File: src/design/vpls_pkg.sv
// Package for the VL-SNR pilot layout sequencer: types, constants and step helpers.
package vpls_pkg;

	localparam int unsigned DataW    = 16;
	localparam int unsigned PosW     = 17;
	localparam int unsigned PcntW    = 16;
	localparam int unsigned CfgIdxW  = 2;
	localparam int unsigned SlotW    = 10;
	localparam int unsigned OffW     = 7;
	localparam int unsigned SscW     = 4;
	localparam int unsigned GroupW   = 5;
	localparam int unsigned GcntW    = 11;
	localparam int unsigned RunW     = 8;
	localparam int unsigned LenW     = 6;
	localparam int unsigned SumW     = DataW + 1;
	localparam int unsigned DivShift = 23;
	localparam int unsigned ProdW    = 2 * SumW;

	localparam logic [CfgIdxW-1:0] CfgDataSymbols = 2'd0;
	localparam logic [CfgIdxW-1:0] CfgSetSelect   = 2'd1;

	localparam logic [SumW-1:0]   ExtraSet1    = 17'(18 * 34 + 3 * 36);
	localparam logic [SumW-1:0]   ExtraSet2    = 17'(9 * 32 + 36);
	// ceil(2^23 / 90): exact floor division by 90 for any 17-bit sum
	localparam logic [SumW-1:0]   DivMul       = 17'd93207;
	localparam logic [OffW-1:0]   SlotLen      = 7'd90;
	localparam logic [GcntW-1:0]  ThrSet1A     = 11'd703;
	localparam logic [GcntW-1:0]  ThrB         = 11'd702;
	localparam logic [GcntW-1:0]  ThrSet2A     = 11'd704;
	localparam logic [GcntW-1:0]  GcntMax      = 11'd2047;
	localparam logic [LenW-1:0]   LenSet1A     = 6'd34;
	localparam logic [LenW-1:0]   LenB         = 6'd36;
	localparam logic [LenW-1:0]   LenSet2A     = 6'd32;
	localparam logic [RunW-1:0]   BoundaryLen  = 8'd36;
	localparam logic [RunW-1:0]   TailBase     = 8'd179;
	localparam logic [SscW-1:0]   CounterStart = 4'd10;
	localparam logic [GroupW-1:0] GroupMax     = 5'd31;
	localparam logic [GroupW-1:0] Set1LastA    = 5'd18;
	localparam logic [GroupW-1:0] Set1FirstB   = 5'd19;
	localparam logic [GroupW-1:0] Set1LastB    = 5'd21;
	localparam logic [GroupW-1:0] Set2LastA    = 5'd9;
	localparam logic [GroupW-1:0] Set2B        = 5'd10;

	typedef enum logic [2:0] {
		PH_DATA,
		PH_GPILOT,
		PH_TAIL,
		PH_BOUND,
		PH_DONE
	} vpls_phase_t;

	typedef struct packed {
		logic [DataW-1:0] data_symbols;
		logic             set_select;
	} vpls_cfg_t;

	typedef struct packed {
		logic [SlotW-1:0]  slot_index;
		logic [SlotW-1:0]  slot_total;
		logic [OffW-1:0]   slot_offset;
		logic [SscW-1:0]   ssc;
		logic [GroupW-1:0] group_number;
		logic [GcntW-1:0]  group_count;
		vpls_phase_t       phase;
		logic [RunW-1:0]   run_remaining;
		logic [PosW-1:0]   symbol_position;
		logic [PcntW-1:0]  pilot_total;
		logic              frame_set;
	} vpls_state_t;

	typedef struct packed {
		logic             pilot_flag;
		logic [PosW-1:0]  position;
		logic [PcntW-1:0] pilot_count;
		logic             last_symbol;
	} vpls_res_t;

	function automatic logic [SlotW-1:0] slot_total_of(input logic [DataW-1:0] data,
			input logic set1);
		logic [SumW-1:0]  sum;
		logic [ProdW-1:0] prod;
		sum  = {1'b0, data} + (set1 ? ExtraSet1 : ExtraSet2);
		prod = {{SumW{1'b0}}, sum} * {{SumW{1'b0}}, DivMul};
		return prod[DivShift +: SlotW];
	endfunction

	function automatic logic [GcntW-1:0] bump_count(input logic [GcntW-1:0] c);
		return (c < GcntMax) ? c + 11'd1 : c;
	endfunction

	function automatic logic [LenW-1:0] plen_for_group(input logic set1,
			input logic [GroupW-1:0] g);
		if (set1)
			return (g <= Set1LastA) ? LenSet1A : LenB;
		return (g <= Set2LastA) ? LenSet2A : LenB;
	endfunction

	function automatic logic [LenW-1:0] fire_len(input logic set1,
			input logic [GroupW-1:0] g, input logic [GcntW-1:0] s);
		logic [LenW-1:0] len;
		len = '0;
		if (set1) begin
			if (g <= Set1LastA && s == ThrSet1A)
				len = LenSet1A;
			else if (g >= Set1FirstB && g <= Set1LastB && s == ThrB)
				len = LenB;
		end else begin
			if (g <= Set2LastA && s == ThrSet2A)
				len = LenSet2A;
			else if (g == Set2B && s == ThrB)
				len = LenB;
		end
		return len;
	endfunction

	function automatic vpls_state_t end_slot(input vpls_state_t s);
		vpls_state_t       r;
		logic [SlotW:0]    idx_inc;
		r       = s;
		r.ssc   = s.ssc + 4'd1;
		idx_inc = {1'b0, s.slot_index} + 11'd1;
		r.slot_index = idx_inc[SlotW-1:0];
		if (r.ssc == '0 && idx_inc < {1'b0, s.slot_total}) begin
			if (s.group_number < GroupMax)
				r.group_number = s.group_number + 5'd1;
			r.group_count   = '0;
			r.run_remaining = BoundaryLen;
			r.phase         = PH_BOUND;
		end else if (r.slot_index < s.slot_total) begin
			r.slot_offset = '0;
			r.phase       = PH_DATA;
		end else begin
			r.phase = PH_DONE;
		end
		return r;
	endfunction

endpackage

File: src/design/vpls_cfg_regs.sv
// Configuration register bank: data symbol count and set select.
module vpls_cfg_regs (
	input  logic                           clk,
	input  logic                           arst_n,
	input  logic                           cfg_wr_en,
	input  logic [vpls_pkg::CfgIdxW-1:0]   cfg_index,
	input  logic [vpls_pkg::DataW-1:0]     cfg_data,
	output vpls_pkg::vpls_cfg_t            cfg
);

	vpls_pkg::vpls_cfg_t cfg_q;

	always_ff @(posedge clk or negedge arst_n) begin
		if (!arst_n) begin
			cfg_q.data_symbols <= '0;
			cfg_q.set_select   <= 1'b1;
		end else if (cfg_wr_en) begin
			unique case (cfg_index)
				vpls_pkg::CfgDataSymbols: cfg_q.data_symbols <= cfg_data;
				vpls_pkg::CfgSetSelect:   cfg_q.set_select   <= cfg_data[0];
				default: ;
			endcase
		end
	end

	assign cfg = cfg_q;

endmodule

File: src/design/vpls_step.sv
// Single-item step: frame start, symbol classification and layout state update.
module vpls_step (
	input  vpls_pkg::vpls_state_t st,
	input  logic                  restart,
	input  vpls_pkg::vpls_cfg_t   cfg,
	output vpls_pkg::vpls_state_t nxt,
	output vpls_pkg::vpls_res_t   res,
	output logic                  has_res
);

	vpls_pkg::vpls_state_t eff;
	logic                  pil;
	logic [vpls_pkg::SlotW-1:0] total_new;

	assign total_new = vpls_pkg::slot_total_of(cfg.data_symbols, cfg.set_select);

	always_comb begin
		eff = st;
		if (restart) begin
			eff.frame_set       = cfg.set_select;
			eff.slot_total      = total_new;
			eff.slot_index      = '0;
			eff.slot_offset     = '0;
			eff.ssc             = vpls_pkg::CounterStart;
			eff.group_number    = '0;
			eff.group_count     = '0;
			eff.run_remaining   = '0;
			eff.symbol_position = '0;
			eff.pilot_total     = '0;
			eff.phase = (total_new != '0) ? vpls_pkg::PH_DATA : vpls_pkg::PH_DONE;
		end
	end

	assign pil = (eff.phase == vpls_pkg::PH_GPILOT) || (eff.phase == vpls_pkg::PH_BOUND);

	// next state
	always_comb begin
		logic [vpls_pkg::LenW-1:0] plen;
		plen = '0;
		nxt  = eff;
		nxt.pilot_total     = eff.pilot_total + 16'(pil);
		nxt.symbol_position = eff.symbol_position + 17'd1;
		unique case (eff.phase)
			vpls_pkg::PH_DATA: begin
				nxt.group_count = vpls_pkg::bump_count(eff.group_count);
				plen = vpls_pkg::fire_len(eff.frame_set, eff.group_number, nxt.group_count);
				if (plen != '0) begin
					nxt.run_remaining = 8'(plen);
					nxt.phase         = vpls_pkg::PH_GPILOT;
				end else begin
					nxt.slot_offset = eff.slot_offset + 7'd1;
					if (nxt.slot_offset >= vpls_pkg::SlotLen)
						nxt = vpls_pkg::end_slot(nxt);
				end
			end
			vpls_pkg::PH_GPILOT: begin
				nxt.run_remaining = eff.run_remaining - 8'd1;
				if (nxt.run_remaining == '0) begin
					plen = vpls_pkg::plen_for_group(eff.frame_set, eff.group_number);
					nxt.run_remaining = vpls_pkg::TailBase - 8'(eff.slot_offset) - 8'(plen);
					nxt.phase         = vpls_pkg::PH_TAIL;
				end
			end
			vpls_pkg::PH_TAIL: begin
				nxt.group_count   = vpls_pkg::bump_count(eff.group_count);
				nxt.run_remaining = eff.run_remaining - 8'd1;
				if (nxt.run_remaining == '0) begin
					nxt.ssc        = eff.ssc + 4'd1;
					nxt.slot_index = eff.slot_index + 10'd1;
					nxt = vpls_pkg::end_slot(nxt);
				end
			end
			vpls_pkg::PH_BOUND: begin
				nxt.run_remaining = eff.run_remaining - 8'd1;
				if (nxt.run_remaining == '0) begin
					nxt.slot_offset = '0;
					nxt.phase       = vpls_pkg::PH_DATA;
				end
			end
			default: begin
				nxt       = eff;
				nxt.phase = vpls_pkg::PH_DONE;
			end
		endcase
	end

	// outputs
	always_comb begin
		has_res         = (eff.phase != vpls_pkg::PH_DONE);
		res.pilot_flag  = pil;
		res.position    = eff.symbol_position;
		res.pilot_count = eff.pilot_total + 16'(pil);
		res.last_symbol = (nxt.phase == vpls_pkg::PH_DONE);
	end

endmodule

File: src/design/vlsnr_pilot_layout_sequencer_unit.sv
// Top level of the VL-SNR pilot layout sequencer.
//
// Each item on the input channel (in_valid/in_ready, field restart) is one
// symbol tick. restart=1 starts a new frame using the data_symbols and
// set_select registers and gives symbol 0; restart=0 gives the next symbol.
// Ticks while no frame runs give no result item.
// Result items (out_valid/out_ready) carry pilot_flag, position, pilot_count
// and last_symbol.
// The block is a two-register pipeline: an input register, then the layout
// state and the result register, updated together by one pass of logic.
// Throughput: one item per cycle while the receiver does not stall.
// The user must write configuration through cfg_wr_en/cfg_index/cfg_data
// only while no item is in flight; the block itself does not enforce
// this. Index 0 is data_symbols, index 1 is set_select.
// After reset no frame runs, data_symbols is 0 and set_select is 1 (SET1).
// When the receiver stalls, the result register holds; the input register
// still takes one item if it is empty, and then in_ready drops.
module vlsnr_pilot_layout_sequencer_unit (
	input  logic                         clk,
	input  logic                         arst_n,
	input  logic                         in_valid,
	output logic                         in_ready,
	input  logic                         restart,
	output logic                         out_valid,
	input  logic                         out_ready,
	output logic                         pilot_flag,
	output logic [vpls_pkg::PosW-1:0]    position,
	output logic [vpls_pkg::PcntW-1:0]   pilot_count,
	output logic                         last_symbol,
	input  logic                         cfg_wr_en,
	input  logic [vpls_pkg::CfgIdxW-1:0] cfg_index,
	input  logic [vpls_pkg::DataW-1:0]   cfg_data
);

	vpls_pkg::vpls_cfg_t   cfg;
	vpls_pkg::vpls_state_t st_q;
	vpls_pkg::vpls_state_t st_nxt;
	vpls_pkg::vpls_res_t   res;
	vpls_pkg::vpls_res_t   res_s2;
	logic                  has_res;
	logic                  valid_s1;
	logic                  restart_s1;
	logic                  valid_s2;
	logic                  adv_s2;
	logic                  fire_s1;

	vpls_cfg_regs u_cfg (
		.clk       (clk),
		.arst_n    (arst_n),
		.cfg_wr_en (cfg_wr_en),
		.cfg_index (cfg_index),
		.cfg_data  (cfg_data),
		.cfg       (cfg)
	);

	vpls_step u_step (
		.st      (st_q),
		.restart (restart_s1),
		.cfg     (cfg),
		.nxt     (st_nxt),
		.res     (res),
		.has_res (has_res)
	);

	assign adv_s2   = !valid_s2 || out_ready;
	assign fire_s1  = valid_s1 && adv_s2;
	assign in_ready = !valid_s1 || adv_s2;

	always_ff @(posedge clk or negedge arst_n) begin
		if (!arst_n) begin
			valid_s1 <= 1'b0;
		end else if (in_ready) begin
			valid_s1 <= in_valid;
		end
	end

	always_ff @(posedge clk) begin
		if (in_ready && in_valid)
			restart_s1 <= restart;
	end

	always_ff @(posedge clk or negedge arst_n) begin
		if (!arst_n) begin
			valid_s2 <= 1'b0;
		end else if (adv_s2) begin
			valid_s2 <= fire_s1 && has_res;
		end
	end

	always_ff @(posedge clk) begin
		if (fire_s1 && adv_s2)
			res_s2 <= res;
	end

	always_ff @(posedge clk or negedge arst_n) begin
		if (!arst_n) begin
			st_q.slot_index      <= '0;
			st_q.slot_total      <= '0;
			st_q.slot_offset     <= '0;
			st_q.ssc             <= vpls_pkg::CounterStart;
			st_q.group_number    <= '0;
			st_q.group_count     <= '0;
			st_q.phase           <= vpls_pkg::PH_DONE;
			st_q.run_remaining   <= '0;
			st_q.symbol_position <= '0;
			st_q.pilot_total     <= '0;
			st_q.frame_set       <= 1'b1;
		end else if (fire_s1) begin
			st_q <= st_nxt;
		end
	end

	assign out_valid   = valid_s2;
	assign pilot_flag  = res_s2.pilot_flag;
	assign position    = res_s2.position;
	assign pilot_count = res_s2.pilot_count;
	assign last_symbol = res_s2.last_symbol;

endmodule
File: config.mk
export PLATFORM = sky130hd
export DESIGN_NAME = vlsnr_pilot_layout_sequencer_unit
export DESIGN_NICKNAME = d
export VERILOG_FILES = /design/src/design/vpls_pkg.sv /design/src/design/vpls_cfg_regs.sv /design/src/design/vpls_step.sv /design/src/design/vlsnr_pilot_layout_sequencer_unit.sv
export SDC_FILE = /design/constraint.sdc
export NUM_CORES = 1
export LEC_CHECK = 0
export BUFFER_PORTS_ARGS = -buffer_cell sky130_fd_sc_hd__buf_2
export CAP_MARGIN = 20
export CORE_ASPECT_RATIO = 2
export CORE_MARGIN = 5
export CORE_UTILIZATION = 45
export DETAILED_ROUTE_END_ITERATION = 8
export GPL_TIMING_DRIVEN = 0
export PLACE_DENSITY_LB_ADDON = 0.08
export SYNTH_ARGS = -nofsm -noshare
export SYNTH_HDL_FRONTEND = slang
export SYNTH_SLANG_ARGS = --single-unit
File: constraint.sdc
create_clock -name clk -period 20.3 [get_ports clk]
set_clock_uncertainty 0.2 [all_clocks]
set_input_delay 3.045 -clock clk [delete_from_list [all_inputs] [get_ports clk]]
set_output_delay 3.045 -clock clk [all_outputs]
set_load 0.03 [all_outputs]
* Yosys cells after proc, flatten, opt, wreduce, memory -nomap -nowiden *
Cells that the tools add are included.
Widths: inputs -> output; s select.

storage, ports and cells
  flip-flop bits (word level) = 147
  input port bits = 24
  output and inout port bits = 37
  word-level logic and storage cells = 127

operators by class
  add/sub/neg operators = 14
  multiply operators = 1
  order comparisons = 11
  equal/unequal tests = 10
  muxes and demuxes = 45
  reduce and logical (&&, ||, !) cells = 26

operators by type and width
  kind                    number
  $mux 92                 3
  $pmux 34 s3             1
  $pmux 20 s2             2
  $mux 6                  10
  $mux 47                 1
  $pmux 11 s4             1
  $mux 7                  5
  $mux 34                 1
  $eq 11x10->1 const B    3
  $mul 17x17->33 const B  1
  $mux 11                 3
  $mux 16                 2
  $mux 3                  8
  $add 10x1->11 const B   2
  $lt 11x10->1            2
  $pmux 7 s3              1
  $lt 10x10->1            2
  $add 16x17->17          1
  $add 17x1->17 const B   1
  $add 16x1->16           1
  $mux 8                  2
  $add 11x1->11 const B   1
  $logic_and 1x1->1       11
  $lt 11x11->1 const B    1
  other kinds (31)        41

* Depth between registers and ports, before layout *
  depth after elaboration = 18
  gate-level depth with buffers = 42
  depth with buffers taken out = 40

* Modules after synthesis *
Synthesis repeated with hierarchy kept, for this count alone.

unflattened totals
  cells, all modules = 1715
  area total of the unflattened synthesis = 16175.5 µm²

by module, submodules not included
  module                             times used  cells each  area each (µm²)  seq. area each (µm²)
  vpls_step                          1           1438        10639.0          0.0
  vlsnr_pilot_layout_sequencer_unit  1           240         4877.2           3438.3
  vpls_cfg_regs                      1           37          659.4            426.7

* Worst setup path after synthesis *
No wires, ideal clock.

  path kind = register to register
  start = register u_cfg.cfg_q (netlist bit u_cfg.cfg[0])
  end = register st_q[15] (netlist bit)
  library setup time = 0.065 ns
  arrival = 9.252 ns
  data required time = 20.035 ns
  path slack = 10.782 ns
  stages on the path, launching flop included = 39
  clock period less this slack = 9.518 ns
  path through = dfstp_2 > ha_1 > a31oi_1 > nor2_1 > nor2_1 > o21bai_1 > a21oi_1 > xnor2_1 > ha_1 > fa_1 > inv_1 > fa_1 > fa_1 > inv_1 > fa_1 > inv_1 > fa_1 > inv_1 > [... 3 more ...] > nand3_1 > o211a_4 > or4b_1 > nand3_2 > nor2_1 > a41o_4 > buf_2 > nor2_1 > ha_1 > ha_1 > nand3_1 > nor2_1 > and3_1 > clkbuf_1 > nand3_1 > or3_1 > a21oi_1 > a22o_1

RTL lines
  element               RTL line                                  source
  start, declared       vpls_cfg_regs.sv:11                       vpls_pkg::vpls_cfg_t cfg_q;
  end signal, assigned  vlsnr_pilot_layout_sequencer_unit.sv:109  st_q <= st_nxt;
  end, declared         vlsnr_pilot_layout_sequencer_unit.sv:36   vpls_pkg::vpls_state_t st_q;

==> results.md <==
- Pin count of the biggest net entering global routing: 85
- Final Slew Violations: 0
- Final net count: 1,997
- Period Utilization, post-route: 58.22%
- GR Util All Layers: 25.80%
- Worst r2r src: u_cfg.cfg[0]$_DFFE_PN1P_
- Worst min-delay path category: reg -> reg
- Synth async-reset ratio: 75.51%
- Flop2flop setup slack: 8.48 ns
- Final cell count without fillers: 2,165
- Kind of critical path: reg -> reg
- Hold endpoint: st_q[81]$_DFFE_PN0P_
- Die area: about 0.037 mm^2
- CP Launch Type: flip-flop
- Register area: 0.003865 mm^2
- Area Overhead vs Synth: 9.815%
- Setup TNS: 0 ns
- ANT nets after route: 0
- Ys flop type: dfrtp_1
- Total global routing overflow: 0
- Commonest cells in the netlist: inv_1, ha_1, nand2_1, dfrtp_1, fa_1
- Post-synthesis cell type count: 110
- Worst-Skew Late Latency: 0.45 ns
- CTS tree: yes
- Syn avg cell area: 9.184 um^2
- Startpoint of the worst hold path: st_q[81]$_DFFE_PN0P_
- Setup violators final: 0
- Min Tclk post-route: 11.82 ns
- Area used by multi-input combinational logic: 0.01003 mm^2
- Placed Area: 0.01595 mm^2
- Gpl congestion: roughly 0.95
- Clock Tree Buf Depth: 2
- Reg clk slew, reported paths: 0.07 ns
- Mapped Cells: approximately 1.6k
- Clock sink count: 147
- Status: complete, no violations
- Quantity of gates resized following cts: 0
- H-tree levels: 4
- Number of global-route vias before repair: between 10k and 15k
- Critical Path RT: between 20 and 25 ns
- Initial DRC count: 549
- CTS root buffer: clkbuf_16
- Final WL: 47,840 um
- Initial core utilization: 45.68%
- First-pass GRT wire length: 73,400 um
- Number of diodes: 0
- Crit. End Element: flip-flop
- Hold depth: 2
- #FFs+latches synth: 147
- Reg-to-reg endpoint: st_q[15]$_DFFE_PN0P_
- Post-synth EDFFs: 36
- Initial antenna violation count: 0
- CTS Buf Count: 17
- Drc violations: 0
- Number of port buffers: 60
- RSZ-0062 raised after global routing: no
- I/O Pins: between 60 and 70
- Layout cells sized above 1: 11.48%
- Filler cells: 3,264
- Fin Hold WS: ~0.28 ns
- Synth area leader: dfrtp_1
- Sequential share of the synthesized area: 25.69%
- Final hold viol count: 0
- Syn_nets: 1,915
- Rel. slew slack: 30.93%
- DR pass1 iterations: 5
- Die W: 139.3 um
- Die H: 268.6 um
- Number of max-cap violations: 0
- Critical-path maximum fanout: 10
- Hold buffer count at CTS: 0
- CP max stage delay: 0.68 ns
- Post-CTS setup buffers: 0
- Post-synth top area share: 17.63%
- Placed Cells: 2,133
- DR vias/cell: 5.768
- CP arrival: 12.01 ns
- R2R cell count: 39
- Row cnt: 94
- Post-DP HPWL: 39,670 um
- CP max-delay cell: fa_1
- Post-Syn Area: 0.01504 mm^2
- Warnings, synthesis: 0
- Peak Freq: about 85 MHz
- Critical path startpoint: u_cfg.cfg[0]$_DFFE_PN1P_
- Core area: between 0.03 and 0.04 mm^2
- WL/cell: ~22 um
- Top-count cell post-synth: inv_1
- Synth top area cells: dfrtp_1, ha_1, fa_1
- Vias: about 12k
- Slew @ Worst Pin: 1.023 ns
- Finished Cell Area: 0.01652 mm^2
==> worst max path at each step <==
stage / to / depth (start not counted)
finish: st_q[15]$_DFFE_PN0P_ / 39
global route: st_q[15]$_DFFE_PN0P_ / 40
CTS: st_q[15]$_DFFE_PN0P_ / 39
detailed placement: st_q[15]$_DFFE_PN0P_ / 39
global placement: st_q[15]$_DFFE_PN0P_ / 39
floorplan: st_q[15]$_DFFE_PN0P_ / 38
==> registers in the layout, indices dropped and copies added (netlist names) <==
register	cells
st_q	92
position	17
u_cfg.cfg	17
pilot_count	16
last_symbol	1
out_valid	1
pilot_flag	1
restart_s1	1
valid_s1	1
==> cell type report <==
class	instances	share of cell area (%)
inverters	237	5.385
multi-input cells	1195	60.71
clock inverters	15	0.8937
repair buffers	63	2.189
flip-flops and latches	147	23.40
well taps	432	3.272
clock buffers	17	2.575
plain buffers	59	1.575
==> metrics by stage <==
stage,util (%),setup WS [ns]
after floorplan,-,10.78
after global placement,48.23,8.624
after detailed placement,48.42,8.488
after CTS,50.16,8.406
after global routing,50.16,7.740
final,50.16,8.481
==> cells by family after synthesis <==
logic type               count (synthesis)  share of synthesized area (%)
flip-flops                             147                          25.69
AND/OR/NAND/NOR                        462                          16.43
buffers and inverters                  296                          7.635
XOR/XNOR                                93                          5.514
multiplexers                            31                          2.237
AO/OA/AOI/OAI                          354                          17.07
adder cells (fa/ha/maj)                255                          25.43
==> cells in the final DEF, fill, tap and decap left out, types with 8 or more instances in the layout <==
master     netlist  final
o31ai_1          8      8
mux2_2          21     21
dfrtp_1        106    106
mux2i_1         10     10
a22o_1          15     15
and3_1          20     20
o21ai_1         10     10
nand3_1         54     54
ha_1           168    168
nor2b_1         41     41
a211oi_1        11     11
a21o_1          19     19
xnor2_1         47     47
fa_1            85     85
o21ai_0         66     66
edfxtp_1        36     36
buf_1            8      8
clkbuf_16        0     17
o21a_1           9      9
nor3_1          34     34
a21oi_1         72     72
xor2_1          44     44
or3_1            9      9
clkbuf_1        28     27
nand4_1         19     19
nor4_1           9      9
o211ai_1         8      8
a32oi_1          8      8
inv_1          235    235
nor2_1          78     78
a211o_1          9      9
buf_2           20     79
nand2b_1        14     14
nand2_1        120    120
a31oi_1         24     24
==> critical path: cells and delay by family, from the launching register on <==
family | cells | cell delay (ns)
fa+ha+maj | 8 | 3.35
simple gates | 13 | 2.83
compound gates | 10 | 2.67
xor+xnor | 2 | 1.09
buf+inv | 6 | 0.97
flops | 1 | 0.62
==> metal layers <==
metal / up-vias / part of all wire [%] / track usage [%]
met2: 323 / 57 / 51.58
li1: 5885 / - / -
met3: 179 / 2.9 / 3.194
met1: 6101 / 31 / 21.78
met4: 0 / 9.6 / 22.10
met5: - / 0 / 0
Power is not shown: default switching activity piles up to over one toggle a cycle in this logic, so the estimate is an artifact.
